**config.mk**
```make
export PLATFORM = sky130hd
export DESIGN_NAME = lpr_back
export DESIGN_NICKNAME = d
export VERILOG_FILES = /design/src/rtl/lpr_pkg.sv /design/src/rtl/lpr_back.sv
export SDC_FILE = /design/constraint.sdc
export NUM_CORES = 1
export LEC_CHECK = 0
export BUFFER_PORTS_ARGS = -buffer_cell sky130_fd_sc_hd__buf_2
export CORE_MARGIN = 1.5
export CORE_UTILIZATION = 30
export CTS_CLUSTER_SIZE = 30
export DETAILED_ROUTE_END_ITERATION = 12
export GPL_TIMING_DRIVEN = 1
export MAX_ROUTING_LAYER = met4
export PLACE_DENSITY_LB_ADDON = 0.25
export SYNTH_ARGS = -nofsm -noshare
export SYNTH_HDL_FRONTEND = slang
export SYNTH_SLANG_ARGS = --single-unit
```
**constraint.sdc**
```tcl
create_clock -name clk -period 8.1 [get_ports clk]
set_input_delay 0.405 -clock clk [delete_from_list [all_inputs] [get_ports clk]]
set_output_delay 0.405 -clock clk [all_outputs]
set_load 0.01 [all_outputs]
```
**src/rtl/lpr_pkg.sv**
```systemverilog
// Package for the length-prefixed packet ring: sizes, codes and the
// command/result records shared by the front end, back end and output buffer.
// No dependencies.
`default_nettype none

package lpr_pkg;

  localparam int DEPTH      = 64;                 // words in the ring, 4..64
  localparam int PTR_W      = $clog2(DEPTH);
  localparam int LEN_W      = 16;
  localparam int WORD_W     = 64;
  localparam int STAT_W     = 3;
  localparam int FUNC_W     = 2;
  localparam int WCNT_W     = LEN_W - 3;          // byte length counted in words
  localparam int CQ_DEPTH   = 2;                  // command queue, power of two
  localparam int CQ_PTR_W   = $clog2(CQ_DEPTH);
  localparam int CQ_CNT_W   = $clog2(CQ_DEPTH + 1);
  localparam int OBUF_DEPTH = 4;                  // result buffer, power of two
  localparam int OBUF_PTR_W = $clog2(OBUF_DEPTH);
  localparam int OBUF_CNT_W = $clog2(OBUF_DEPTH + 1);

  typedef enum logic [FUNC_W-1:0] {
    FN_START = 2'd0,
    FN_DATA  = 2'd1,
    FN_POP   = 2'd2,
    FN_NOP   = 2'd3
  } func_t;

  typedef enum logic [STAT_W-1:0] {
    ST_OK         = 3'd0,
    ST_ZERO       = 3'd1,
    ST_MISALIGNED = 3'd2,
    ST_TOO_BIG    = 3'd3,
    ST_NO_SPACE   = 3'd4,
    ST_EMPTY      = 3'd5,
    ST_SMALL      = 3'd6,
    ST_WORD       = 3'd7
  } status_t;

  typedef enum logic [1:0] {
    CMD_START = 2'd0,
    CMD_DATA  = 2'd1,
    CMD_POP   = 2'd2
  } cmd_kind_t;

  typedef enum logic [1:0] {
    BK_IDLE   = 2'd0,
    BK_LEN    = 2'd1,
    BK_STREAM = 2'd2
  } back_state_t;

  // Classified request handed from the front end to the back end
  typedef struct packed {
    cmd_kind_t          kind;
    status_t            pre_status;  // start checks that need no ring state
    logic [PTR_W-1:0]   words;       // start word count, valid when pre_status is OK
    logic [LEN_W-1:0]   len;
    logic [WORD_W-1:0]  data;
  } cmd_t;

  typedef struct packed {
    status_t            status;
    logic [WORD_W-1:0]  word;
    logic [LEN_W-1:0]   bytes;
    logic               last;
  } result_t;

  function automatic logic [PTR_W-1:0] ptr_inc(input logic [PTR_W-1:0] p);
    return (p == PTR_W'(DEPTH - 1)) ? '0 : p + PTR_W'(1);
  endfunction

endpackage

`default_nettype wire

```
**src/rtl/lpr_back.sv**
```systemverilog
// Back end: keeps the ring pointers, writes packets into the word store and
// streams popped packets out through the store's read port.
// Depends on lpr_pkg.
`default_nettype none

module lpr_back (
  input  wire logic                             clk,
  input  wire logic                             rst_n,
  input  wire logic                             cmd_valid,
  input  wire lpr_pkg::cmd_t                    cmd,
  output logic                                  cmd_pop,
  output logic                                  ram_we,
  output logic      [lpr_pkg::PTR_W-1:0]        ram_waddr,
  output logic      [lpr_pkg::WORD_W-1:0]       ram_wdata,
  output logic                                  ram_re,
  output logic      [lpr_pkg::PTR_W-1:0]        ram_raddr,
  input  wire logic [lpr_pkg::WORD_W-1:0]       ram_rdata,
  input  wire logic [lpr_pkg::OBUF_CNT_W-1:0]   obuf_count,
  output logic                                  res_push,
  output lpr_pkg::result_t                      res
);
  import lpr_pkg::*;

  back_state_t       state_r, state_nxt;
  logic [PTR_W-1:0]  rp_r, rp_nxt;
  logic [PTR_W-1:0]  cwp_r, cwp_nxt;
  logic [PTR_W-1:0]  fp_r, fp_nxt;
  logic [PTR_W-1:0]  rem_r, rem_nxt;
  logic              filling_r, filling_nxt;
  logic [LEN_W-1:0]  cap_r, cap_nxt;
  logic [LEN_W-1:0]  plen_r, plen_nxt;
  logic [PTR_W-1:0]  cnt_r, cnt_nxt;
  logic [PTR_W-1:0]  sp_r, sp_nxt;
  logic              rd_pend_r, rd_pend_nxt;
  logic              rd_last_r, rd_last_nxt;

  logic [PTR_W:0]      used;
  logic [PTR_W:0]      free_words;
  logic [OBUF_CNT_W:0] occ;
  logic                credit_ok;
  logic [LEN_W-1:0]    stored_len;
  logic [WCNT_W-1:0]   stored_wcnt;
  logic [PTR_W-1:0]    stored_words;

  always_comb begin
    if (cwp_r >= rp_r) begin
      used = {1'b0, cwp_r} - {1'b0, rp_r};
    end else begin
      used = {1'b0, cwp_r} + (PTR_W+1)'(DEPTH) - {1'b0, rp_r};
    end
    free_words = (PTR_W+1)'(DEPTH - 1) - used;
  end

  // A read in flight lands in the buffer next cycle, so count it as taken
  assign occ       = {1'b0, obuf_count} + (OBUF_CNT_W+1)'(rd_pend_r);
  assign credit_ok = occ < (OBUF_CNT_W+1)'(OBUF_DEPTH);

  assign stored_len   = ram_rdata[LEN_W-1:0];
  assign stored_wcnt  = stored_len[LEN_W-1:3];
  assign stored_words = (stored_wcnt > WCNT_W'(DEPTH - 2)) ? PTR_W'(DEPTH - 2)
                                                            : stored_wcnt[PTR_W-1:0];

  // Next state
  always_comb begin
    state_nxt = state_r;
    unique case (state_r)
      BK_IDLE: begin
        if (cmd_valid && !rd_pend_r && credit_ok && cmd.kind == CMD_POP &&
            rp_r != cwp_r) begin
          state_nxt = BK_LEN;
        end
      end
      BK_LEN: begin
        if (credit_ok) begin
          if (cap_r < stored_len || stored_words == '0) begin
            state_nxt = BK_IDLE;
          end else begin
            state_nxt = BK_STREAM;
          end
        end
      end
      BK_STREAM: begin
        if (credit_ok && cnt_r == PTR_W'(1)) begin
          state_nxt = BK_IDLE;
        end
      end
      default: state_nxt = BK_IDLE;
    endcase
  end

  // Outputs and datapath
  always_comb begin
    cmd_pop     = 1'b0;
    ram_we      = 1'b0;
    ram_waddr   = cwp_r;
    ram_wdata   = cmd.data;
    ram_re      = 1'b0;
    ram_raddr   = rp_r;
    res_push    = 1'b0;
    res         = '0;
    res.last    = 1'b1;
    rp_nxt      = rp_r;
    cwp_nxt     = cwp_r;
    fp_nxt      = fp_r;
    rem_nxt     = rem_r;
    filling_nxt = filling_r;
    cap_nxt     = cap_r;
    plen_nxt    = plen_r;
    cnt_nxt     = cnt_r;
    sp_nxt      = sp_r;
    rd_pend_nxt = 1'b0;
    rd_last_nxt = rd_last_r;

    // Word read last cycle
    if (rd_pend_r) begin
      res_push     = 1'b1;
      res.status   = ST_WORD;
      res.word     = ram_rdata;
      res.bytes    = plen_r;
      res.last     = rd_last_r;
    end

    unique case (state_r)
      BK_IDLE: begin
        if (cmd_valid && !rd_pend_r) begin
          unique case (cmd.kind)
            CMD_START: begin
              if (credit_ok) begin
                cmd_pop     = 1'b1;
                res_push    = 1'b1;
                // drop any open fill
                filling_nxt = 1'b0;
                rem_nxt     = '0;
                fp_nxt      = cwp_r;
                if (cmd.pre_status != ST_OK) begin
                  res.status = cmd.pre_status;
                end else if ({1'b0, cmd.words} >= free_words) begin
                  res.status = ST_NO_SPACE;
                end else begin
                  res.status  = ST_OK;
                  ram_we      = 1'b1;
                  ram_waddr   = cwp_r;
                  ram_wdata   = {{(WORD_W-LEN_W){1'b0}}, cmd.len};
                  fp_nxt      = ptr_inc(cwp_r);
                  rem_nxt     = cmd.words;
                  filling_nxt = 1'b1;
                end
              end
            end
            CMD_DATA: begin
              cmd_pop = 1'b1;
              if (filling_r) begin
                ram_we    = 1'b1;
                ram_waddr = fp_r;
                ram_wdata = cmd.data;
                fp_nxt    = ptr_inc(fp_r);
                rem_nxt   = rem_r - PTR_W'(1);
                if (rem_r == PTR_W'(1)) begin
                  cwp_nxt     = ptr_inc(fp_r);
                  filling_nxt = 1'b0;
                end
              end
            end
            CMD_POP: begin
              if (credit_ok) begin
                cmd_pop = 1'b1;
                if (rp_r == cwp_r) begin
                  res_push   = 1'b1;
                  res.status = ST_EMPTY;
                end else begin
                  ram_re    = 1'b1;
                  ram_raddr = rp_r;
                  cap_nxt   = cmd.len;
                end
              end
            end
            default: cmd_pop = 1'b0;
          endcase
        end
      end
      BK_LEN: begin
        // length word sits on the read port
        if (credit_ok) begin
          if (cap_r < stored_len) begin
            res_push   = 1'b1;
            res.status = ST_SMALL;
            res.bytes  = stored_len;
          end else if (stored_words == '0) begin
            res_push   = 1'b1;
            res.status = ST_EMPTY;
            rp_nxt     = ptr_inc(rp_r);
          end else begin
            plen_nxt = stored_len;
            cnt_nxt  = stored_words;
            sp_nxt   = ptr_inc(rp_r);
          end
        end
      end
      BK_STREAM: begin
        if (credit_ok) begin
          ram_re      = 1'b1;
          ram_raddr   = sp_r;
          sp_nxt      = ptr_inc(sp_r);
          cnt_nxt     = cnt_r - PTR_W'(1);
          rd_pend_nxt = 1'b1;
          rd_last_nxt = (cnt_r == PTR_W'(1));
          if (cnt_r == PTR_W'(1)) begin
            rp_nxt = ptr_inc(sp_r);
          end
        end
      end
      default: cmd_pop = 1'b0;
    endcase
  end

  always_ff @(posedge clk) begin
    if (!rst_n) begin
      state_r   <= BK_IDLE;
      rp_r      <= '0;
      cwp_r     <= '0;
      fp_r      <= '0;
      rem_r     <= '0;
      filling_r <= 1'b0;
      rd_pend_r <= 1'b0;
    end else begin
      state_r   <= state_nxt;
      rp_r      <= rp_nxt;
      cwp_r     <= cwp_nxt;
      fp_r      <= fp_nxt;
      rem_r     <= rem_nxt;
      filling_r <= filling_nxt;
      rd_pend_r <= rd_pend_nxt;
    end
  end

  always_ff @(posedge clk) begin
    cap_r     <= cap_nxt;
    plen_r    <= plen_nxt;
    cnt_r     <= cnt_nxt;
    sp_r      <= sp_nxt;
    rd_last_r <= rd_last_nxt;
  end

endmodule

`default_nettype wire

```
Word level (Yosys, flattened, before mapping)
Cells that the tools add are included.
{ "word_totals": {"reg_bits": 73, "latch_bits": 0, "ramBits": 0, "rom_bits": 0, "input_bits": 161, "output_inout_bits": 164, "mem_count": 0} }
{ "classes": {"addsub": 11, "multipliers": 0, "div_mod_pow": 0, "order_cmp": 5, "n_eq_ne": 22, "shifts": 0, "muxes": 94, "bitwise": 3, "reduce_logical": 24} }
{ "op_table": {"columns": ["op", "n"], "rows": [
  ["2-to-1 mux 64 bit", 6],
  ["2-to-1 mux 6 bit", 32],
  ["2-to-1 mux 84 bit", 1],
  ["one-hot mux 6 bit (2 select lines)", 5],
  ["2-to-1 mux 16 bit", 3],
  ["2-to-1 mux 3 bit", 9],
  ["adder 6 x 1 -> 6 bit (second input constant)", 4],
  ["== test 6 bit (second input constant)", 4],
  ["2-to-1 mux 1 bit", 24],
  ["inequality test 2 bit (second input constant)", 10],
  ["AND reduction 5 bit", 4],
  ["less-than comparator 16 bit", 1],
  ["greater-than comparator 13 x 6 -> 1 bit (second input constant)", 1],
  ["== test 6 x 1 -> 1 bit (second input constant)", 2],
  ["one-hot mux 1 bit (2 select lines)", 6],
  ["one-hot mux 3 bit (2 select lines)", 2],
  ["subtractor 6 x 1 -> 6 bit (second input constant)", 2],
  ["2-to-1 mux 2 bit", 4],
  ["AND reduction 4 bit", 2],
  ["adder 6 x 7 -> 7 bit (second input constant)", 1],
  ["greater-or-equal comparator 6 x 7 -> 1 bit", 1],
  ["2-to-1 mux 7 bit", 1],
  ["subtractor 6 x 6 -> 7 bit", 1],
  ["subtractor 6 x 7 -> 7 bit (first input constant)", 1],
  ["21 further kinds", 32]
]} }

Logic depth before layout (Yosys ltp)
Gate-level depths: netlist (run 1).
{ "logic_depth": {"word_depth": 11, "depth_mapped": 18, "mapped_depth_nobuf": 17} }

Worst setup path before layout (run 1)
OpenSTA, ideal clock, no wires.
{ "synth_path": {"path_type": "reg2out", "start": "reg rp_r[2]", "end": "out ram_wdata[25] (netlist bit)", "arrival_time_ns": 3.476, "t_required_ns": 7.695, "slack_ns": 4.219, "stages_incl_launch_ff": 19, "cell_sequence": "dfxtp_1 inv_1 ha_1 o211ai_1 a21oi_1 o21ai_1 nand3_1 a31o_2 a21o_1 xnor2_1 ha_1 o21ai_0 nand2b_1 nand4b_1 a32o_1 o211ai_2 buf_2 clkbuf_1 and2_1"} }
{ "synth_between": {"elab_chain_len": 10} }
{ "synth_lines": {"columns": ["item", "line_no", "rtl"], "rows": [
  ["start: declaration", "lpr_back.sv:25", "logic [PTR_W-1:0] rp_r, rp_nxt;"],
  ["start signal: assignment", "lpr_back.sv:227", "rp_r <= rp_nxt;"],
  ["subtractor 7 x 6 -> 7 bit (tied with other cells)", "lpr_back.sv:49", "used = {1'b0, cwp_r} + (PTR_W+1)'(DEPTH) - {1'b0, rp_r};"],
  ["2-to-1 mux 7 bit *", "lpr_back.sv:46", "if (cwp_r >= rp_r) begin"],
  ["subtractor 6 x 7 -> 7 bit *", "lpr_back.sv:51", "free_words = (PTR_W+1)'(DEPTH - 1) - used;"],
  ["greater-or-equal comparator 6 x 7 -> 1 bit *", "lpr_back.sv:137", "end else if ({1'b0, cmd.words} >= free_words) begin"],
  ["2-to-1 mux 64 bit *", "lpr_back.sv:137", null],
  ["2-to-1 mux 64 bit *", "lpr_back.sv:135", "if (cmd.pre_status != ST_OK) begin"],
  ["2-to-1 mux 64 bit *", "lpr_back.sv:128", "if (credit_ok) begin"],
  ["2-to-1 mux 64 bit *", null, null],
  ["2-to-1 mux 64 bit *", "lpr_back.sv:125", "if (cmd_valid && !rd_pend_r) begin"],
  ["2-to-1 mux 64 bit *", "lpr_back.sv:123", "unique case (state_r)"],
  ["end: declaration", "lpr_back.sv:14", "output logic [lpr_pkg::WORD_W-1:0] ram_wdata,"]
]} }
Mark *: on every way between the ends. The rest lies on a longest branch, timed or not.

Worst setup path after layout (run 1)
{ "layout_path": {"start": "reg rp_r[2]", "end": "out ram_wdata[12] (netlist bit)"} }
Same word-level chain as after synthesis.

==> results of run 1 <==
==> layer usage <==
metal / global-route usage (%) / vias up / part of all wire [%]
met2: 32.8 / 239 / 49
met4: 4.50 / 0 / 1.3
met5: - / - / 0
met1: 22.5 / 2615 / 44
li1: - / 2965 / -
met3: 2.67 / 18 / 5.7
==> worst max-delay path, stage by stage, from the launching register on <==
cell and delay (ns):
dfxtp_1 0.39, inv_1 0.09, ha_1 0.38, o211ai_1 0.23, a21oi_1 0.07, o21ai_1 0.29, nand3_1 0.15, a31o_2 0.25
a21o_1 0.19, xnor2_1 0.12, ha_1 0.26, o21ai_0 0.07, nand2b_1 0.07, nand4b_1 0.12, a32o_1 0.32, o211ai_4 0.17
buf_4 0.47, mux2_2 0.40, buf_2 0.14
==> cells in the mapped netlist, types with 5 or more instances <==
cell type    n
mux2_2      24
nand3_1     21
a21oi_1     31
nand2b_1    11
o211ai_1     9
and2_1     117
o21ai_0     30
dfxtp_1     28
nor2_1      23
inv_1       33
nor3_1      12
nor2b_1      5
nand2_1     72
nand4_1      6
xor2_1      11
clkbuf_1    27
edfxtp_1    45
o22ai_1      5
mux2i_1     24
a21o_1      11
xnor2_1     12
buf_2        7
ha_1        36
==> per-stage QoR <==
stage	utilization [%]	std cells	hold slack (ns)
4_1_cts	42.1	1213	0.256
5_1_grt	42.1	1214	0.259
3_3_place_gp	40.6	1197	0.448
2_1_floorplan	-	667	0.435
3_5_place_dp	40.6	1197	0.455
6_report	42.1	1214	0.260
==> power by group through the flow <==
| stage | logic [mW] | registers (mW) | clock network, mW |
|---|---|---|---|
| global route | 0.142 | 0.396 | 0.407 |
| detailed placement | 0.128 | 0.404 | 0 |
| CTS | 0.129 | 0.396 | 0.394 |
| global placement | 0.127 | 0.404 | 0 |
| finish | 0.127 | 0.396 | 0.387 |
| floorplan | 0.0572 | 0.404 | 0 |
==> state kept, by name (all words and copies together) (netlist names) <==
register and flops:
rd_last_r 1, cnt_r 6, cwp_r 6, cap_r 16, fp_r 6, sp_r 6, rd_pend_r 1, state_r 2
rem_r 6, filling_r 1, rp_r 6, plen_r 16
==> worst paths after layout <==
path | slack, ns | cells after the start | end | start
setup / recovery | 3.16 | 18 | ram_wdata[12] | rp_r[2]$_SDFFE_PN0P_
hold / removal | 0.26 | 1 | cap_r[12]$_DFFE_PP_ | cmd[76]
setup reg to reg | 3.84 | 16 | fp_r[0]$_SDFFE_PN0P_ | rp_r[2]$_SDFFE_PN0P_
hold reg to reg | 0.46 | 2 | rp_r[5]$_SDFFE_PN0P_ | rp_r[5]$_SDFFE_PN0P_
==> kinds of logic (layout without fill, tap and decap cells) <==
group | after synthesis | in the layout | share of synthesized area [%]
other cells | 0 | 1 | 0
xor+xnor | 23 | 23 | 3.49
flops | 73 | 73 | 33.1
fa+ha+maj | 37 | 37 | 8.14
compound gates | 133 | 133 | 15.3
simple gates | 285 | 285 | 26.4
buf+inv | 68 | 380 | 4.70
mux | 48 | 48 | 8.84
==> cell type report <==
class                   count  area, um2  area share, %
inverters                  33        124           1.57
clock buffers               9        225           2.85
well taps                 234        293           3.71
diodes                      1       2.50         0.0317
repair buffers            331       1670           21.2
multi-input cells         526       3610           45.7
clock inverters             7       61.3          0.776
flip-flops and latches     73       1910           24.2
==> results.toml, run 1 <==
[run_status]
status = "finished, final reports clean"

[placement]
hpwl_um = 15100
placed_cell_area_um2 = 7610
place_ws_ns = 3.56
place.gp.congestion = 0.842
io_buffer_count = 324

[clock_network]
cts_hold_buffers = 0
clock_latency_ns = 0.34
cts.sinks = 73
tritoncts = "built"
cts_root_buf = "clkbuf_16"
ctsHtreeMaxLevel = 3
cts-buffers-inserted = 9
clk_pin_slew_ns = 0.06
cts_resized = 0
cts_buffer_depth = 2
cts_setup_buffers = 0

[global_routing]
antenna_found_initial = 1
grt_max_degree = 94
grt_pass1_vias = 5471
gr-usage-all-layers_pct = 18.6
grt_pass1_wl_um = 28400
overflow = 0

[finish]
fin_nets = 1172
final_area_um2 = 7900
final_cell_mix = "324 x buf_2, 117 x and2_1, 72 x nand2_1"
fillers = 1930
final_common_cell = "buf_2"
syn2layout_area_growth_pct = 36.8
drive_above_1_share_pct = 38.9

[worst_setup_path]
worstPathMaxFanout = 67
arrival_ns = 4.53
start_kind = "flip-flop"
critPathKind = "reg2out"
worstPathRequired_ns = 7.70
crit_path_end_kind = "output pin"

[power_and_ir_drop]
p_sw_share_pct = 24.0
p_sw_uw = 218
seqPwrFrac_pct = 43.5
worst_ir_drop_vdd_mv = 0.109
powerDensity_nw_per_um2 = 115
total_power_uw = 911
pwr-share-clk_pct = 42.5
leakage_nw = 3.86
internal_power_uw = 692
p_comb_share_pct = 14.0

[timing]
fmax_mhz = 203
rsz0062_at_grt = "false"
fin_ws_ns = 3.16
fin_skew_ns = 0.00899
drv_slew = 0
hold_violations = 0
relSlewSlack_pct = 31.7
setup_viol = 0
finalSetupTns_ns = 0
period_share_pct = 60.9
layout_min_cycle_time_ns = 4.94
worst-slew-pin-transition_ns = 1.02

[job]
max_cap_violations = 0

[floorplanning]
rows = 50
die_h_um = 142
core_um2 = 18800
initial_core_util_pct = 30.8
num_io_pins = 325
die_area_um2 = 20100
die_w_um = 142

[synthesis]
syn-instance-count = 667
ys.flop_type = "edfxtp_1"
synth-edff-count = 45
synth_cell_types = 62
syn_area_per_cell_um2 = 8.66
synth_area_leaders = "edfxtp_1 23%, and2_1 13%, dfxtp_1 9.7%"
synth_top_cell_by_area = "edfxtp_1"
yosysSeqAreaShare_pct = 33.1
yosysWarningCount = 0
syn_nets = 865
synth_seq_cells = 73
synthArstFlopShare_pct = 0
syn-cell-area_um2 = 5780
yosys.area.top_type_share_pct = 23.4

[routing]
drc = 0
dr.first_iter.drc_count = 348
detail-route-antenna-nets = 0
dr.pass1.iters = 4
num_vias = 5837
vias_per_cell = 4.81
wirelength_um = 18700
routedWlPerCell_um = 15.4

[min_path]
holdCritPathClass = "in2reg"
No activity file was read; power rests on OpenSTA's default activity.
==> run 2: changes to the inputs <==
clock period = 4.8 ns   (was 8.1 ns; I/O delays follow)
==> run 2 against run 1 <==
Against the previous run: cell count about the same; first-iteration DRC count down 23%; clock power is 76% higher; critical endpoint is now ram_wdata[14]; highest routed layer unchanged; register-to-register slack got worse by 3.3 ns; setup slack worse by 2.9 ns.
==> results.toml, run 2 (synthesized netlist as in run 1, its figures left out) <==
[run_status]
status = "finished, final reports clean"

[power_and_ir_drop]
seqPwrFrac_pct = 42.7
internal_power_mw = 1.18
p_comb_share_pct = 13.7
pwr-share-clk_pct = 43.5
worst_ir_drop_vdd_mv = 0.153
p_sw_uw = 388
leakage_nw = 3.87
p_sw_share_pct = 24.8
powerDensity_nw_per_um2 = 198
total_power_mw = 1.57

[global_routing]
overflow = 0
grt_pass1_vias = 5422
grt_pass1_wl_um = 28900
gr-usage-all-layers_pct = 19.0
grt_max_degree = 68
antenna_found_initial = 1

[timing]
layout_min_cycle_time_ns = 4.52
rsz0062_at_grt = "false"
hold_violations = 0
fmax_mhz = 221
setup_viol = 0
drv_slew = 0
period_share_pct = 94.1
finalSetupTns_ns = 0
fin_skew_ns = 0.0100
relSlewSlack_pct = 26.5
worst-slew-pin-transition_ns = 1.09

[worst_setup_path]
arrival_ns = 4.28
rrSetupSlack_ns = 0.57
start_kind = "flip-flop"
critPathKind = "reg2out"
worstPathRequired_ns = 4.56
crit_path_end_kind = "output pin"
worstPathMaxFanout = 67

[routing]
dr.max_layer_used = "met4"
routedWlPerCell_um = 15.6
wl_met3_um = 1040
drc = 0
dr.pass1.iters = 5
vias_per_cell = 4.79
num_vias = 5814
detail-route-antenna-nets = 0
wirelength_um = 18900
dr_wl_met2_um = 9400
met1_length_um = 8300
dr.first_iter.drc_count = 267

[floorplanning]
initial_core_util_pct = 30.8
num_io_pins = 325
rows = 50
core_um2 = 18800
die_h_um = 142
die_area_um2 = 20100
die_w_um = 142

[clock_network]
cts_root_buf = "clkbuf_16"
tritoncts = "built"
ctsHtreeMaxLevel = 3
cts_buffer_depth = 2
cts.sinks = 73
clock_latency_ns = 0.34
cts_setup_buffers = 0
cts-buffers-inserted = 9
clk_pin_slew_ns = 0.06

[min_path]
holdCritPathClass = "in2reg"

[placement]
place.gp.congestion = 0.868
hpwl_um = 15300
placed_cell_area_um2 = 7620
io_buffer_count = 324
dp.cells = 1196

[finish]
regArea_um2 = 1910
instances_no_fill = 1213
multi_input_area_um2 = 3610
final_cell_mix = "324 x buf_2, 117 x and2_1, 72 x nand2_1"
final_area_um2 = 7920
drive_above_1_share_pct = 39.3
syn2layout_area_growth_pct = 37.1
fillers = 1926
reg_top3 = "cap_r: 16 flops, plen_r: 16 flops"
final_common_cell = "buf_2"
fin_nets = 1171

[job]
max_cap_violations = 0
run 2: power by group through the flow:
stage	logic [mW]	clock network, mW	registers, mW
2_1_floorplan	0.0965	0	0.681
3_3_place_gp	0.215	0	0.682
3_5_place_dp	0.217	0	0.682
4_1_cts	0.218	0.690	0.668
5_1_grt	0.239	0.722	0.669
6_report	0.215	0.681	0.669
run 2: layer usage:
layer	vias to the layer above	GRT usage [%]
met3	16	2.83
met4	0	3.96
met5	-	-
met2	238	34.1
li1	2960	-
met1	2600	22.5
run 2: critical path, cell delays in order, from the launching register on:
cell	delay, ns
dfxtp_1	0.41
inv_1	0.10
ha_1	0.39
o211ai_1	0.27
a21oi_1	0.09
o21ai_2	0.21
nand3_1	0.14
a31o_2	0.25
a21o_1	0.18
xnor2_1	0.12
ha_1	0.27
o21ai_0	0.07
nand2b_1	0.07
nand4b_1	0.10
a32o_2	0.30
o211ai_4	0.19
buf_12	0.25
mux2_2	0.37
buf_2	0.14
run 2: what timing repair did:
item / in CTS / in global routing
resized for setup: 0 / 3
endpoints found under the hold margin: 0 / 0
hold buffers: 0 / 0
setup endpoints to repair: 0 / 65
run 2: final timing paths:
kind	start	end	cells past startpoint
max	rp_r[2]$_SDFFE_PN0P_	ram_wdata[14]	18
min	cmd[76]	cap_r[12]$_DFFE_PP_	1
max reg2reg	rp_r[2]$_SDFFE_PN0P_	fp_r[1]$_SDFFE_PN0P_	17
min reg2reg	rp_r[5]$_SDFFE_PN0P_	rp_r[5]$_SDFFE_PN0P_	2
run 2: through the flow:
| step | hold WS [ns] | util, % | setup WS, ns |
|---|---|---|---|
| 6_report | 0.0959 | 42.2 | 0.281 |
| 3_3_place_gp | 0.433 | 40.6 | 0.581 |
| 5_1_grt | 0.0788 | 42.2 | 0.0148 |
| 4_1_cts | 0.0856 | 42.2 | 0.216 |
| 3_5_place_dp | 0.436 | 40.6 | 0.561 |
| 2_1_floorplan | 0.339 | - | 1.08 |
run 2: area by class of cell:
type / instances / area share [%]
Antenna cell: 1 / 0.0316
Clock buffer: 10 / 2.89
Clock inverter: 6 / 0.853
Inverter: 33 / 1.56
Multi-Input combinational cell: 526 / 45.6
Sequential cell: 73 / 24.1
Tap cell: 234 / 3.70
Timing Repair Buffer: 330 / 21.2
==> run 3: changes to the inputs <==
CORE_MARGIN = unset   (was 1.5)
SKIP_LAST_GASP = 1   (was unset)
==> run 3 against run 2 <==
Against the previous run: utilization increased by 0.060 points; clock power decreased by 2%; global-route usage increased by 0.12 points; cell count about the same; setup slack got worse by 0.023 ns; total power decreased by 0.75%; flip-flop and latch count unchanged; worst hold slack improved by 0.0064 ns; die area decreased by 1.4%; non-clock buffer count increased by 2; first-iteration DRC count decreased by 1.5%; critical path type unchanged.
==> results.toml, run 3 (synthesized netlist as in run 1, its figures left out) <==
[global_routing]
grt_pass1_wl_um = 28600
grt_pass1_vias = 5480
overflow = 0
antenna_found_initial = 0
gr-usage-all-layers_pct = 19.1
grt_max_degree = 85

[timing]
layout_min_cycle_time_ns = 4.54
period_share_pct = 94.6
drv_slew = 0
hold_violations = 0
fmax_mhz = 220
worst-slew-pin-transition_ns = 0.993
setup_viol = 0
relSlewSlack_pct = 33.7
whs_ns = 0.102
fin_skew_ns = 0.00991

[placement]
placed_cell_area_um2 = 7630
io_buffer_count = 324
place.gp.congestion = 0.922
dp.cells = 1198
hpwl_um = 14800

[worst_setup_path]
cp.buffers_inverters = 2
arrival_ns = 4.30
r2r-start = "cwp_r[2]$_SDFFE_PN0P_"
worstPathRequired_ns = 4.56
critPathKind = "reg2out"
cpPeakStageDelay_ns = 0.50
r2r-end = "fp_r[1]$_SDFFE_PN0P_"
crit_top_cell = "ha_1"
crit_chain = "ha_1 > o211ai_1 > a21oi_1 > o21ai_2 > nand3_1 > a31o_2 > a21o_1 > xnor2_1 > ha_1 > o21ai_0 > nand2b_1 > nand4b_1 > a32o_2 > o211ai_4 > buf_12 > mux2_2 > buf_2"
slowest_stage = "dfxtp_1"
worstPathMaxFanout = 67
critical_path.top_delay_family = "compound AO/OA/AOI/OAI gates"
crit_path_end_kind = "output pin"
rrSetupSlack_ns = 0.55
r2r_cells = 16
start_kind = "flip-flop"

[min_path]
holdCritPathClass = "in2reg"
hp-start = "cmd[77]"
holdPathEnd = "cap_r[13]$_DFFE_PP_"
holdPathStages = 1

[finish]
fin_nets = 1173
final_area_um2 = 7930
drive_above_1_share_pct = 39.3
instances_no_fill = 1214
final_common_cell = "buf_2"
final_cell_mix = "324 x buf_2, 117 x and2_1, 72 x nand2_1"
reg_top3 = "cap_r: 16 flops, plen_r: 16 flops"
syn2layout_area_growth_pct = 37.3
num_antenna_cells = 0

[clock_network]
tritoncts = "built"
clk_pin_slew_ns = 0.06
cts_resized = 0
cts_root_buf = "clkbuf_16"
cts.sinks = 73
cts_buffer_depth = 2
cts_hold_buffers = 0
clock_latency_ns = 0.34
ctsHtreeMaxLevel = 3
cts-buffers-inserted = 9
cts_setup_buffers = 0

[routing]
drc = 0
dr.pass1.iters = 4
routedWlPerCell_um = 15.3
detail-route-antenna-nets = 0
vias_per_cell = 4.81
num_vias = 5838
wirelength_um = 18500
dr.first_iter.drc_count = 263

[floorplanning]
num_io_pins = 325
core_um2 = 18800
die_w_um = 141
rows = 50
die_h_um = 141
initial_core_util_pct = 30.8
die_area_um2 = 19800

[power_and_ir_drop]
worst_ir_drop_vdd_mv = 0.155
powerDensity_nw_per_um2 = 196
leakage_nw = 3.88

[job]
max_cap_violations = 0

[run_status]
status = "finished, final reports clean"
==> run 3: worst max-delay path by stage <==
stage	slack, ns	cells after the start	from	to
3_3_place_gp	0.71	17	rp_r[2]$_SDFFE_PN0P_	fp_r[1]$_SDFFE_PN0P_
3_5_place_dp	0.50	16	cwp_r[2]$_SDFFE_PN0P_	fp_r[1]$_SDFFE_PN0P_
5_1_grt	-0.009	18	rp_r[2]$_SDFFE_PN0P_	ram_wdata[14]
2_1_floorplan	1.08	18	rp_r[2]$_SDFFE_PN0P_	ram_wdata[25]
6_report	0.26	17	cwp_r[2]$_SDFFE_PN0P_	ram_wdata[15]
4_1_cts	0.14	17	cwp_r[2]$_SDFFE_PN0P_	ram_wdata[15]
==> run 3: routing by layer <==
layer  GRT usage, %  share of wire [%]
met3           2.92                6.0
met5              -                  0
met1           22.6                 43
met2           34.1                 50
met4           4.35               0.87
==> run 3: power by group <==
part	switching, mW	leakage (nW)	internal, mW
combinational	0.107	3.11	0.108
sequential	0.00345	0.628	0.665
clock	0.266	0.141	0.404
total	0.376	3.88	1.18
==> run 3: final cells by class <==
class | count | area (um2)
Inverter | 33 | 124
Timing Repair Buffer | 332 | 1690
Clock inverter | 6 | 67.6
Clock buffer | 10 | 229
Tap cell | 234 | 293
Multi-Input combinational cell | 526 | 3610
Fill cell | 1915 | 10800
Sequential cell | 73 | 1910
==> run 3: through the flow <==
step / setup WS [ns] / TNS (ns) / power, mW / utilization [%]
global route: -0.00868 / -0.0226 / 1.62 / 42.3
CTS: 0.144 / 0 / 1.57 / 42.2
detailed placement: 0.499 / 0 / 0.898 / 40.7
floorplan: 1.08 / 0 / 0.778 / -
finish: 0.259 / 0 / 1.55 / 42.3
global placement: 0.707 / 0 / 0.896 / 40.7
